`src/rtl/esdp_pkg.sv`:
```
`timescale 1ns / 1ps

package esdp_pkg;

   localparam int MAX_LENGTH_BYTES_DEF = 4;
   localparam int LEN_W = 28;
   localparam int ASM_W = 32;

   localparam logic [7:0] TAG_ES = 8'd3;
   localparam logic [7:0] TAG_DEC_CFG = 8'd4;
   localparam logic [7:0] TAG_DEC_SPEC = 8'd5;
   localparam logic [7:0] TAG_SL = 8'd6;
   localparam logic [LEN_W-1:0] SL_LENGTH = 28'd1;
   localparam logic [7:0] SL_PREDEFINED = 8'd2;
   localparam logic [LEN_W-1:0] CFG_BASE_SIZE = 28'd13;
   localparam logic [4:0] PRIORITY_RESET = 5'd16;

   localparam logic [LEN_W-1:0] ID_BYTES = 28'd2;
   localparam logic [LEN_W-1:0] BUF_BYTES = 28'd3;
   localparam logic [LEN_W-1:0] RATE_BYTES = 28'd4;

   typedef enum logic [4:0] {
      PH_TAG3, PH_ESLEN, PH_ESID, PH_FLAGS, PH_DEPID, PH_URLLEN, PH_URLSKIP,
      PH_OCR, PH_TAG4, PH_CFGLEN, PH_OBJ, PH_STYPE, PH_BUF, PH_MAXBR,
      PH_AVGBR, PH_TAG5, PH_CODLEN, PH_CODEC, PH_TAG6, PH_SLLEN, PH_SLPRE,
      PH_DONE
   } phase_type;

   typedef enum logic [3:0] {
      ST_OK, ST_TAG3, ST_TAG4, ST_RESERVED, ST_TAG5, ST_TAG6, ST_SL_LENGTH,
      ST_SL_PREDEFINED, ST_TRUNCATED
   } status_type;

   // Pending optional fields: bit 2 depends-on id, bit 1 URL, bit 0 OCR id.
   typedef struct packed {
      phase_type  phase;
      logic [2:0] flags;
      logic       start_field;
   } opt_type;

   typedef struct packed {
      logic        valid;
      logic        kind;
      logic [7:0]  codec_byte;
      logic [15:0] es_id;
      logic        depends_on_stream;
      logic [15:0] depends_es_id;
      logic [4:0]  stream_priority;
      logic [7:0]  object_type;
      logic [5:0]  stream_type;
      logic [23:0] buffer_size;
      logic [31:0] max_bitrate;
      logic [31:0] avg_bitrate;
      status_type  status;
   } result_type;

   function automatic opt_type next_optional(input logic [2:0] flags);
      opt_type r;
      r.flags = flags;
      r.start_field = 1'b0;
      if (flags[2]) begin
         r.flags[2] = 1'b0;
         r.phase = PH_DEPID;
         r.start_field = 1'b1;
      end else if (flags[1]) begin
         r.flags[1] = 1'b0;
         r.phase = PH_URLLEN;
      end else if (flags[0]) begin
         r.flags[0] = 1'b0;
         r.phase = PH_OCR;
         r.start_field = 1'b1;
      end else begin
         r.phase = PH_TAG4;
      end
      return r;
   endfunction

endpackage

```
`src/rtl/esdp_phase_unit.sv`:
```
`timescale 1ns / 1ps

module esdp_phase_unit import esdp_pkg::*; #(
   parameter int MAX_LENGTH_BYTES = MAX_LENGTH_BYTES_DEF
) (
   input  logic       clock,
   input  logic       reset,
   input  logic       advance,
   input  logic [7:0] data_byte,
   input  logic       is_last,
   output result_type result
);

   localparam int GW = $clog2(MAX_LENGTH_BYTES + 1);
   localparam logic [GW-1:0] MAX_GROUPS = GW'(MAX_LENGTH_BYTES);

   phase_type         phase_ff, phase_in;
   logic [LEN_W-1:0]  count_ff, count_in;
   logic [LEN_W-1:0]  accum_ff, accum_in;
   logic [GW-1:0]     groups_ff, groups_in;
   logic [2:0]        flags_ff, flags_in;
   logic              cfg_large_ff, cfg_large_in;
   logic [ASM_W-1:0]  asm_ff, asm_in;
   status_type        err_ff, err_in;
   logic [15:0]       es_id_ff, es_id_in;
   logic              dep_flag_ff, dep_flag_in;
   logic [15:0]       dep_id_ff, dep_id_in;
   logic [4:0]        prio_ff, prio_in;
   logic [7:0]        obj_ff, obj_in;
   logic [5:0]        stype_ff, stype_in;
   logic [23:0]       buf_ff, buf_in;
   logic [31:0]       maxbr_ff, maxbr_in;
   logic [31:0]       avgbr_ff, avgbr_in;

   logic [LEN_W-1:0]  accum_next;
   logic [GW-1:0]     groups_next;
   logic              len_done;
   logic [ASM_W-1:0]  asm_shift;
   logic [LEN_W-1:0]  count_dec;
   logic              field_done;
   logic              emit;
   opt_type           opt_new;
   opt_type           opt_pending;

   assign accum_next  = {accum_ff[LEN_W-8:0], data_byte[6:0]};
   assign groups_next = groups_ff + 1'b1;
   assign len_done    = !data_byte[7] || (groups_next >= MAX_GROUPS);
   assign asm_shift   = {asm_ff[ASM_W-9:0], data_byte};
   assign count_dec   = count_ff - 1'b1;
   assign field_done  = (count_dec == '0);
   assign opt_new     = next_optional(data_byte[7:5]);
   assign opt_pending = next_optional(flags_ff);

   always_comb begin
      phase_in = phase_ff;
      count_in = count_ff;
      accum_in = accum_ff;
      groups_in = groups_ff;
      flags_in = flags_ff;
      cfg_large_in = cfg_large_ff;
      asm_in = asm_ff;
      err_in = err_ff;
      es_id_in = es_id_ff;
      dep_flag_in = dep_flag_ff;
      dep_id_in = dep_id_ff;
      prio_in = prio_ff;
      obj_in = obj_ff;
      stype_in = stype_ff;
      buf_in = buf_ff;
      maxbr_in = maxbr_ff;
      avgbr_in = avgbr_ff;
      emit = 1'b0;

      case (phase_ff)
         PH_TAG3: begin
            if (data_byte != TAG_ES) begin
               err_in = ST_TAG3;
               phase_in = PH_DONE;
            end else begin
               accum_in = '0;
               groups_in = '0;
               phase_in = PH_ESLEN;
            end
         end
         PH_ESLEN: begin
            accum_in = accum_next;
            groups_in = len_done ? '0 : groups_next;
            if (len_done) begin
               asm_in = '0;
               count_in = ID_BYTES;
               phase_in = PH_ESID;
            end
         end
         PH_ESID: begin
            asm_in = asm_shift;
            count_in = count_dec;
            if (field_done) begin
               es_id_in = asm_shift[15:0];
               phase_in = PH_FLAGS;
            end
         end
         PH_FLAGS: begin
            dep_flag_in = data_byte[7];
            prio_in = data_byte[4:0];
            flags_in = opt_new.flags;
            phase_in = opt_new.phase;
            if (opt_new.start_field) begin
               asm_in = '0;
               count_in = ID_BYTES;
            end
         end
         PH_DEPID, PH_URLSKIP, PH_OCR: begin
            asm_in = asm_shift;
            count_in = count_dec;
            if (field_done) begin
               if (phase_ff == PH_DEPID) begin
                  dep_id_in = asm_shift[15:0];
               end
               flags_in = opt_pending.flags;
               phase_in = opt_pending.phase;
               if (opt_pending.start_field) begin
                  asm_in = '0;
                  count_in = ID_BYTES;
               end
            end
         end
         PH_URLLEN: begin
            count_in = LEN_W'(data_byte);
            if (data_byte == 8'd0) begin
               flags_in = opt_pending.flags;
               phase_in = opt_pending.phase;
               if (opt_pending.start_field) begin
                  asm_in = '0;
                  count_in = ID_BYTES;
               end
            end else begin
               phase_in = PH_URLSKIP;
            end
         end
         PH_TAG4: begin
            if (data_byte != TAG_DEC_CFG) begin
               err_in = ST_TAG4;
               phase_in = PH_DONE;
            end else begin
               accum_in = '0;
               groups_in = '0;
               phase_in = PH_CFGLEN;
            end
         end
         PH_CFGLEN: begin
            accum_in = accum_next;
            groups_in = len_done ? '0 : groups_next;
            if (len_done) begin
               cfg_large_in = (accum_next > CFG_BASE_SIZE);
               phase_in = PH_OBJ;
            end
         end
         PH_OBJ: begin
            obj_in = data_byte;
            phase_in = PH_STYPE;
         end
         PH_STYPE: begin
            stype_in = data_byte[7:2];
            if (!data_byte[0]) begin
               err_in = ST_RESERVED;
               phase_in = PH_DONE;
            end else begin
               asm_in = '0;
               count_in = BUF_BYTES;
               phase_in = PH_BUF;
            end
         end
         PH_BUF: begin
            asm_in = asm_shift;
            count_in = count_dec;
            if (field_done) begin
               buf_in = asm_shift[23:0];
               asm_in = '0;
               count_in = RATE_BYTES;
               phase_in = PH_MAXBR;
            end
         end
         PH_MAXBR: begin
            asm_in = asm_shift;
            count_in = count_dec;
            if (field_done) begin
               maxbr_in = asm_shift;
               asm_in = '0;
               count_in = RATE_BYTES;
               phase_in = PH_AVGBR;
            end
         end
         PH_AVGBR: begin
            asm_in = asm_shift;
            count_in = count_dec;
            if (field_done) begin
               avgbr_in = asm_shift;
               phase_in = cfg_large_ff ? PH_TAG5 : PH_TAG6;
            end
         end
         PH_TAG5: begin
            if (data_byte != TAG_DEC_SPEC) begin
               err_in = ST_TAG5;
               phase_in = PH_DONE;
            end else begin
               accum_in = '0;
               groups_in = '0;
               phase_in = PH_CODLEN;
            end
         end
         PH_CODLEN: begin
            accum_in = accum_next;
            groups_in = len_done ? '0 : groups_next;
            if (len_done) begin
               count_in = accum_next;
               phase_in = (accum_next == '0) ? PH_TAG6 : PH_CODEC;
            end
         end
         PH_CODEC: begin
            count_in = count_dec;
            emit = 1'b1;
            if (field_done) begin
               phase_in = PH_TAG6;
            end
         end
         PH_TAG6: begin
            if (data_byte != TAG_SL) begin
               err_in = ST_TAG6;
               phase_in = PH_DONE;
            end else begin
               accum_in = '0;
               groups_in = '0;
               phase_in = PH_SLLEN;
            end
         end
         PH_SLLEN: begin
            accum_in = accum_next;
            groups_in = len_done ? '0 : groups_next;
            if (len_done) begin
               if (accum_next != SL_LENGTH) begin
                  err_in = ST_SL_LENGTH;
                  phase_in = PH_DONE;
               end else begin
                  phase_in = PH_SLPRE;
               end
            end
         end
         PH_SLPRE: begin
            if (data_byte != SL_PREDEFINED) begin
               err_in = ST_SL_PREDEFINED;
               phase_in = PH_DONE;
            end else begin
               phase_in = PH_DONE;
            end
         end
         default: begin
            phase_in = PH_DONE;
         end
      endcase
   end

   always_comb begin
      result = '0;
      result.valid = advance && (is_last || emit);
      result.kind = is_last;
      if (is_last) begin
         result.es_id = es_id_in;
         result.depends_on_stream = dep_flag_in;
         result.depends_es_id = dep_id_in;
         result.stream_priority = prio_in;
         result.object_type = obj_in;
         result.stream_type = stype_in;
         result.buffer_size = buf_in;
         result.max_bitrate = maxbr_in;
         result.avg_bitrate = avgbr_in;
         if (err_in != ST_OK) begin
            result.status = err_in;
         end else begin
            result.status = (phase_in == PH_DONE) ? ST_OK : ST_TRUNCATED;
         end
      end else begin
         result.codec_byte = data_byte;
      end
   end

   // The byte marked last returns the parser to its reset state.
   always_ff @(posedge clock) begin
      if (reset || (advance && is_last)) begin
         phase_ff <= PH_TAG3;
         count_ff <= '0;
         accum_ff <= '0;
         groups_ff <= '0;
         flags_ff <= '0;
         cfg_large_ff <= 1'b0;
         asm_ff <= '0;
         err_ff <= ST_OK;
         es_id_ff <= '0;
         dep_flag_ff <= 1'b0;
         dep_id_ff <= '0;
         prio_ff <= PRIORITY_RESET;
         obj_ff <= '0;
         stype_ff <= '0;
         buf_ff <= '0;
         maxbr_ff <= '0;
         avgbr_ff <= '0;
      end else if (advance) begin
         phase_ff <= phase_in;
         count_ff <= count_in;
         accum_ff <= accum_in;
         groups_ff <= groups_in;
         flags_ff <= flags_in;
         cfg_large_ff <= cfg_large_in;
         asm_ff <= asm_in;
         err_ff <= err_in;
         es_id_ff <= es_id_in;
         dep_flag_ff <= dep_flag_in;
         dep_id_ff <= dep_id_in;
         prio_ff <= prio_in;
         obj_ff <= obj_in;
         stype_ff <= stype_in;
         buf_ff <= buf_in;
         maxbr_ff <= maxbr_in;
         avgbr_ff <= avgbr_in;
      end
   end

endmodule

```
`src/rtl/esdp_rsp_stage.sv`:
```
`timescale 1ns / 1ps

module esdp_rsp_stage import esdp_pkg::*; (
   input  logic       clock,
   input  logic       reset,
   input  result_type result,
   input  logic       rsp_stall,
   output logic       open,
   output logic       rsp_valid,
   output result_type rsp_data
);

   logic       valid_ff;
   result_type data_ff;

   // The stage takes a new request whenever its result can leave or it is empty.
   assign open = !valid_ff || !rsp_stall;

   always_ff @(posedge clock) begin
      if (reset) begin
         valid_ff <= 1'b0;
      end else if (open) begin
         valid_ff <= result.valid;
      end
   end

   always_ff @(posedge clock) begin
      if (open) begin
         data_ff <= result;
      end
   end

   assign rsp_valid = valid_ff;
   assign rsp_data = data_ff;

endmodule

```
`src/rtl/es_descriptor_parser_core.sv`:
```
`timescale 1ns / 1ps

// Byte-serial parser for an MPEG-4 ES descriptor.
// Request channel: one descriptor byte per request on req_data_byte, with
// req_is_last marking the final byte of the descriptor.
// Response channel: a decoder-specific byte (rsp_kind low) for each byte of
// that section, or a summary (rsp_kind high) with the parsed fields and
// rsp_status on the last byte. Other bytes produce no response.
// Every request is handled by the phase machine as it is accepted, and its
// response, if any, appears in the output register on the next cycle.
// Throughput is one request per cycle while req_stall is low.
// While a response waits under rsp_stall, req_stall is raised; otherwise
// requests are taken every cycle, even with a response sitting in the
// output register that is being taken.
// Reset clears the phase machine and the output valid; the captured fields
// return to zero and the stream priority to 16. The last byte of each
// descriptor returns the parser to the same state.
module es_descriptor_parser_core import esdp_pkg::*; #(
   parameter int MAX_LENGTH_BYTES = MAX_LENGTH_BYTES_DEF
) (
   input  logic        clock,
   input  logic        reset,
   input  logic        req_valid,
   output logic        req_stall,
   input  logic [7:0]  req_data_byte,
   input  logic        req_is_last,
   output logic        rsp_valid,
   input  logic        rsp_stall,
   output logic        rsp_kind,
   output logic [7:0]  rsp_codec_byte,
   output logic [15:0] rsp_es_id,
   output logic        rsp_depends_on_stream,
   output logic [15:0] rsp_depends_es_id,
   output logic [4:0]  rsp_stream_priority,
   output logic [7:0]  rsp_object_type,
   output logic [5:0]  rsp_stream_type,
   output logic [23:0] rsp_buffer_size,
   output logic [31:0] rsp_max_bitrate,
   output logic [31:0] rsp_avg_bitrate,
   output logic [3:0]  rsp_status
);

   logic       open;
   logic       advance;
   result_type result;
   result_type rsp_data;

   assign req_stall = !open;
   assign advance = req_valid && open;

   esdp_phase_unit #(
      .MAX_LENGTH_BYTES(MAX_LENGTH_BYTES)
   ) u_phase (
      .clock(clock),
      .reset(reset),
      .advance(advance),
      .data_byte(req_data_byte),
      .is_last(req_is_last),
      .result(result)
   );

   esdp_rsp_stage u_rsp (
      .clock(clock),
      .reset(reset),
      .result(result),
      .rsp_stall(rsp_stall),
      .open(open),
      .rsp_valid(rsp_valid),
      .rsp_data(rsp_data)
   );

   assign rsp_kind = rsp_data.kind;
   assign rsp_codec_byte = rsp_data.codec_byte;
   assign rsp_es_id = rsp_data.es_id;
   assign rsp_depends_on_stream = rsp_data.depends_on_stream;
   assign rsp_depends_es_id = rsp_data.depends_es_id;
   assign rsp_stream_priority = rsp_data.stream_priority;
   assign rsp_object_type = rsp_data.object_type;
   assign rsp_stream_type = rsp_data.stream_type;
   assign rsp_buffer_size = rsp_data.buffer_size;
   assign rsp_max_bitrate = rsp_data.max_bitrate;
   assign rsp_avg_bitrate = rsp_data.avg_bitrate;
   assign rsp_status = rsp_data.status;

endmodule

```
`config.mk`:
```
export PLATFORM = sky130hd
export DESIGN_NAME = es_descriptor_parser_core
export DESIGN_NICKNAME = d
export VERILOG_FILES = /design/src/rtl/esdp_pkg.sv /design/src/rtl/esdp_phase_unit.sv /design/src/rtl/esdp_rsp_stage.sv /design/src/rtl/es_descriptor_parser_core.sv
export SDC_FILE = /design/constraint.sdc
export NUM_CORES = 1
export LEC_CHECK = 0
export BUFFER_PORTS_ARGS = -buffer_cell sky130_fd_sc_hd__buf_2
export CORE_MARGIN = 2
export CORE_UTILIZATION = 45
export DETAILED_ROUTE_END_ITERATION = 8
export HOLD_SLACK_MARGIN = 0.06
export PLACE_DENSITY = 0.71
export SYNTH_ARGS = -nofsm -noshare
export SYNTH_HDL_FRONTEND = slang
export SYNTH_HIERARCHICAL = 1
export SYNTH_SLANG_ARGS = --single-unit
```
`constraint.sdc`:
```
create_clock -name clock -period 5.3 [get_ports clock]
set_input_delay 0 -clock clock [delete_from_list [all_inputs] [get_ports clock]]
set_output_delay 0 -clock clock [all_outputs]
set_load 0.05 [all_outputs]
```
# Yosys cells after proc, flatten, opt, wreduce, memory -nomap -nowiden
# Cells that the tools add are included.
# word_totals
latchBits	0
memories	0
romBits	0
out_inout_bits	155
regBits	383
elab_cells	196
ramBits	0
input_bits	13
# op_classes
addsub	2
n_reduce_logical	30
n_eq_ne	38
n_bitwise	0
muxes	94
multipliers	0
shifts	0
n_div	0
order_cmp	2
# op_table
operator	n
two-way mux 24 bit	10
two-way mux 28 bit	8
case mux 28 bit (8 select lines)	1
case mux 24 bit (7 select lines)	1
two-way mux 32 bit	4
case mux 21 bit (5 select lines)	1
two-way mux 5 bit	18
case mux 5 bit (18 select lines)	1
two-way mux 21 bit	4
two-way mux 16 bit	5
zero test 28 bit	2
two-way mux 4 bit	14
equality test 5 x 4 -> 1 bit, second input constant	8
equality test 5 bit, second input constant	6
> comparator 28 x 4 -> 1 bit, second input constant	1
inequality test 28 x 1 -> 1 bit, second input constant	1
case mux 4 bit (7 select lines)	1
subtractor 28 x 1 -> 28 bit, second input constant	1
two-way mux 3 bit	9
inequality test 8 x 3 -> 1 bit, second input constant	3
equality test 5 x 3 -> 1 bit, second input constant	4
two-way mux 8 bit	2
inequality test 8 x 2 -> 1 bit, second input constant	2
case mux 3 bit (5 select lines)	1
other kinds (27)	58

# Depth between registers and ports, before layout
# depth
depth_word	8
mapped_depth	15
depth_no_buf	10

# Cells and area by module
# The synthesis kept the hierarchy.
# modules_own_cells
mod	n_inst	area_per_inst_um2	seq_area_each_um2	cells_per_inst
esdp_phase_unit	1	13427.9	4564.4	1911
esdp_rsp_stage	1	4657.0	4644.5	158
es_descriptor_parser_core	1	10.0	0.0	2

# Least setup slack after synthesis
# OpenSTA, ideal clock, no wires.
# synth_timing
kind	register to register
from	register u_rsp.valid_ff (netlist: u_rsp/rsp_valid)
to	register u_phase.count_ff[14]
n_path_buf	2
synth_period_minus_slack_ns	5.760
path_stages_with_launch	11
arrival_ns	5.685
slack_ns	-0.460
cell_sequence	dfxtp_1 nand2_1 and2_1 o2111ai_1 a221oi_1 clkbuf_1 nand2_1 clkbuf_1 nor2_1 a22oi_1 o21ai_0
# synth_between
elab_chain_len	5
elab_cells_between_ends	6
# synth_rtl
element	line_no	source
from (decl)	esdp_rsp_stage.sv:13	logic valid_ff;
from (signal assigned)	esdp_rsp_stage.sv:23	valid_ff <= result.valid;
zero test 1 bit *	esdp_rsp_stage.sv:17	assign open = !valid_ff || !rsp_stall;
logical OR 1 bit *	esdp_rsp_stage.sv:17	
via open	es_descriptor_parser_core.sv:43	logic open;
logical AND 1 bit *	es_descriptor_parser_core.sv:49	assign advance = req_valid && open;
via advance	es_descriptor_parser_core.sv:44	logic advance;
parallel branches: the longest is 2 deep, another holds AND reduction 6 bit	-	
to (signal assigned)	esdp_phase_unit.sv:308	count_ff <= count_in;
to (decl)	esdp_phase_unit.sv:18	logic [LEN_W-1:0] count_ff, count_in;
# Mark *: on every way through the listed nets, which the timed path passes.
# A chain may end at the register's enable or synchronous reset.

# Worst setup path in the final report
# layout_timing
from	register u_phase.count_ff[4]
to	register u_rsp.data_ff, in the netlist u_rsp/rsp_data[78] (data pin)
# layout_between
elab_chain_len	4
# layout_rtl
element	line_no	source
subtractor 28 x 1 -> 28 bit	esdp_phase_unit.sv:49	assign count_dec = count_ff - 1'b1;
zero test 28 bit	esdp_phase_unit.sv:50	assign field_done = (count_dec == '0);
two-way mux 24 bit	esdp_phase_unit.sv:176	if (field_done) begin
two-way mux 24 bit	esdp_phase_unit.sv:74	case (phase_ff)
to (signal assigned)	esdp_rsp_stage.sv:29	data_ff <= result;
to (decl)	esdp_rsp_stage.sv:14	result_type data_ff;
# No other way between the ends.

==> summary.txt <==
Setup path
  – Crit. End Element: flip-flop
  – Reg2reg path depth: 10
  – R2R setup slack: 0.84 ns
  – Slowest cell delay on critical path: 0.78 ns
  – Arrival @ worst endpoint: 4.84 ns
  – RR Startpoint: u_phase/count_ff[4]
  – Crit-path cells: nor4_1, nand3_1, o31a_1, nor3_2, nand2_1, buf_4, nor4_4, buf_4, nand2_1, a21boi_0
  – Crit start category: flip-flop
  – Crit path max fanout: 24
  – Instance count on the critical path: 10
  – Capturing point of the worst reg2reg path: u_rsp/rsp_data[78]
  – Top delay family on crit path: simple AND/OR/NAND/NOR gates
  – CP bufs+invs: 2
  – CP Class: flip-flop to flip-flop
  – CP max stage cell: nor4_1
  – WP data required: 5.68 ns

STA
  – Slew Limit Fails: 0
  – Relative slew slack: 24.7%
  – Clock skew: 0.0198 ns
  – FMAX: 0.224 GHz
  – Final setup fails: 0
  – Final min period: 4.46 ns
  – RSZ-0062 raised after global routing: false
  – Slew of the pin with the lowest slew margin: 1.12 ns
  – Period utilization: 84.1%
  – Final Hold Fails: 0
  – Setup TNS: 0 ns

Clock network
  – Clock sinks: 382
  – Setup bufs post-CTS: 0
  – TritonCTS clock tree: built
  – Reg clk slew, reported paths: 0.06 ns
  – Worst skew pair latency: 0.58 ns
  – CTS Buffer Depth: 3
  – CTS root buf: clkbuf_16
  – Htree depth: 2
  – Resized Gates After CTS: 0
  – Total CTS buffers: 42
  – CTS Hold Bufs: 11

Power
  – Total power: 7.06 mW
  – Worst vdd ir: 0.262 mV
  – PwrDens: 342 mW/mm2
  – Lkg Pwr: 7.88 nW

Placed design
  – Final GP Congestion: 1.03
  – Placed cells: 2622
  – Placement Cell Area: 0.0191 mm2
  – Post-DP HPWL: 36.6 mm
  – Port buffer count: 167

Routing
  – Starting DRT DRC Count: 1626
  – ANT nets after route: 0
  – Number of remaining DRC errors: 0
  – WL per Instance: 21.2 um
  – 1st-pass router iterations: 6
  – Vias per inst: 5.93
  – DRT Wirelength: 57.5 mm
  – Routed vias: 16100

GRT
  – Vias in the first global route: 15100
  – Routing usage on met1: 36.3%
  – Met3 usage: 5.45%
  – GRT busiest layer: met2
  – GRT Util Overall: 27.1%
  – First-pass GRT wire length: 88.3 mm
  – Largest net degree at the start of global routing: 100
  – Antenna violations before repair: 1
  – GR Util met2: 43.3%
  – GRT overflow: 0

Yosys
  – Synthesized Nets: 2086
  – Post-Syn Area per Cell: 8.73 um2
  – Yosys warning count: 6
  – Syn Std Cell Area: 0.0181 mm2
  – Synth Instances: 2070

Floorplan
  – Placement Rows: 73
  – IO Pins: 168
  – Area of the core: 0.0396 mm2
  – Initial core utilization: 45.6%
  – Die area: 0.0418 mm2
  – Die span in y: 204 um
  – Die X: 204 um

Final layout
  – Final Cell Area: 0.0207 mm2
  – Final non-filler cell total: 2709
  – Final Util: 52.1%
  – Area growth syn-to-layout: 14.4%
  – Register Area: 0.00918 mm2
  – Layout cell share with drive strength beyond 1: 13.9%
  – Layout fillers: 3643
  – Area of the multi-input gates: 0.00799 mm2
  – Nets@finish: 2168
  – Antenna diodes: 0

Hold path
  – Hold Path End: u_phase/buf_ff[4]
  – HP Start: req_valid
  – Hold Path Stages: 4
  – HP Class: input port to flip-flop

Outcome
  – Status: completed

Flow run
  – # Max-Cap Violations: 0
through the flow:
step	hold slack [ns]	worst slack, ns
2_1_floorplan	0.0724	1.08
3_3_place_gp	0.216	0.997
3_5_place_dp	0.225	0.908
5_1_grt	0.166	0.438
6_report	0.174	0.842
4_1_cts	0.140	0.906
layout by cell type (no fill, tap or decap), types with 6 or more instances in the layout:
| master | n |
|---|---|
| clkbuf_16 | 44 |
| o31ai_1 | 31 |
| nor4_4 | 6 |
| a21boi_1 | 30 |
| dfxtp_1 | 229 |
| a21o_1 | 7 |
| a21boi_0 | 78 |
| nor4_1 | 18 |
| nand2b_1 | 7 |
| inv_1 | 32 |
| and2_1 | 7 |
| edfxtp_1 | 153 |
| nor4b_1 | 6 |
| buf_4 | 44 |
| a21oi_1 | 177 |
| buf_2 | 166 |
| clkbuf_8 | 6 |
| o22ai_1 | 7 |
| o21ai_0 | 85 |
| and3_1 | 11 |
| xor2_1 | 6 |
| nor2b_1 | 27 |
| dlygate4sd3_1 | 11 |
| a22oi_1 | 35 |
| nand3_1 | 47 |
| nand4_1 | 28 |
| nor2_1 | 215 |
| a31oi_1 | 14 |
| clkbuf_1 | 11 |
| a32oi_1 | 10 |
| or3_1 | 12 |
| clkinv_1 | 8 |
| nor3_1 | 36 |
| mux2i_1 | 35 |
| a211oi_1 | 9 |
| nand2_1 | 419 |
| xnor2_1 | 8 |
worst reg2reg max path: stages, from the launching register on:
cell and delay [ns]:
dfxtp_1 0.40, nor4_1 0.78, nand3_1 0.41, o31a_1 0.42, nor3_2 0.37, nand2_1 0.57, buf_4 0.37, nor4_4 0.28
buf_4 0.33, nand2_1 0.09, a21boi_0 0.25
area by class of cell:
class / instances / share of cell area (%)
repair buffers: 222 / 6.25
clock inverters: 15 / 0.872
inverters: 37 / 0.672
flip-flops and latches: 382 / 44.4
well taps: 525 / 3.18
clock buffers: 61 / 5.93
multi-input cells: 1467 / 38.7
how the worst max path moves through the flow:
stage	startpoint	to	slack, ns
after global routing	u_phase/count_ff[4]	u_rsp/rsp_data[78]	0.44
final	u_phase/count_ff[4]	u_rsp/rsp_data[78]	0.84
after global placement	u_phase/count_ff[4]	u_rsp/rsp_data[88]	1.0
after detailed placement	u_phase/count_ff[4]	u_rsp/rsp_data[88]	0.91
after CTS	u_phase/count_ff[4]	u_rsp/rsp_data[88]	0.91
after floorplan	u_rsp/rsp_valid	u_phase/count_ff[14]	1.08
where the power goes:
group	switching, mW	leakage, nW	total, mW	internal [mW]
sequential	0.0501	3.66	3.16	3.11
combinational	0.687	3.53	0.924	0.237
clock	1.21	0.690	2.97	1.76
total	1.95	7.88	7.06	5.11
flip-flops by register name, indices dropped and copies added (netlist names), 21 cells and up:
name,cells
u_phase/accum_ff,21
u_phase/asm_ff,24
u_rsp/rsp_data,153
u_phase/buf_ff,24
u_phase/count_ff,28
u_phase/maxbr_ff,32
u_phase/avgbr_ff,32
per-layer routing:
| layer | vias to the layer above | part of all wire [%] |
|---|---|---|
| met5 | - | 0 |
| met4 | 0 | 3.8 |
| met3 | 146 | 8.0 |
| met2 | 760 | 46 |
| met1 | 7712 | 42 |
| li1 | 7440 | - |
Note: power is estimated with default switching activity, not from simulation.
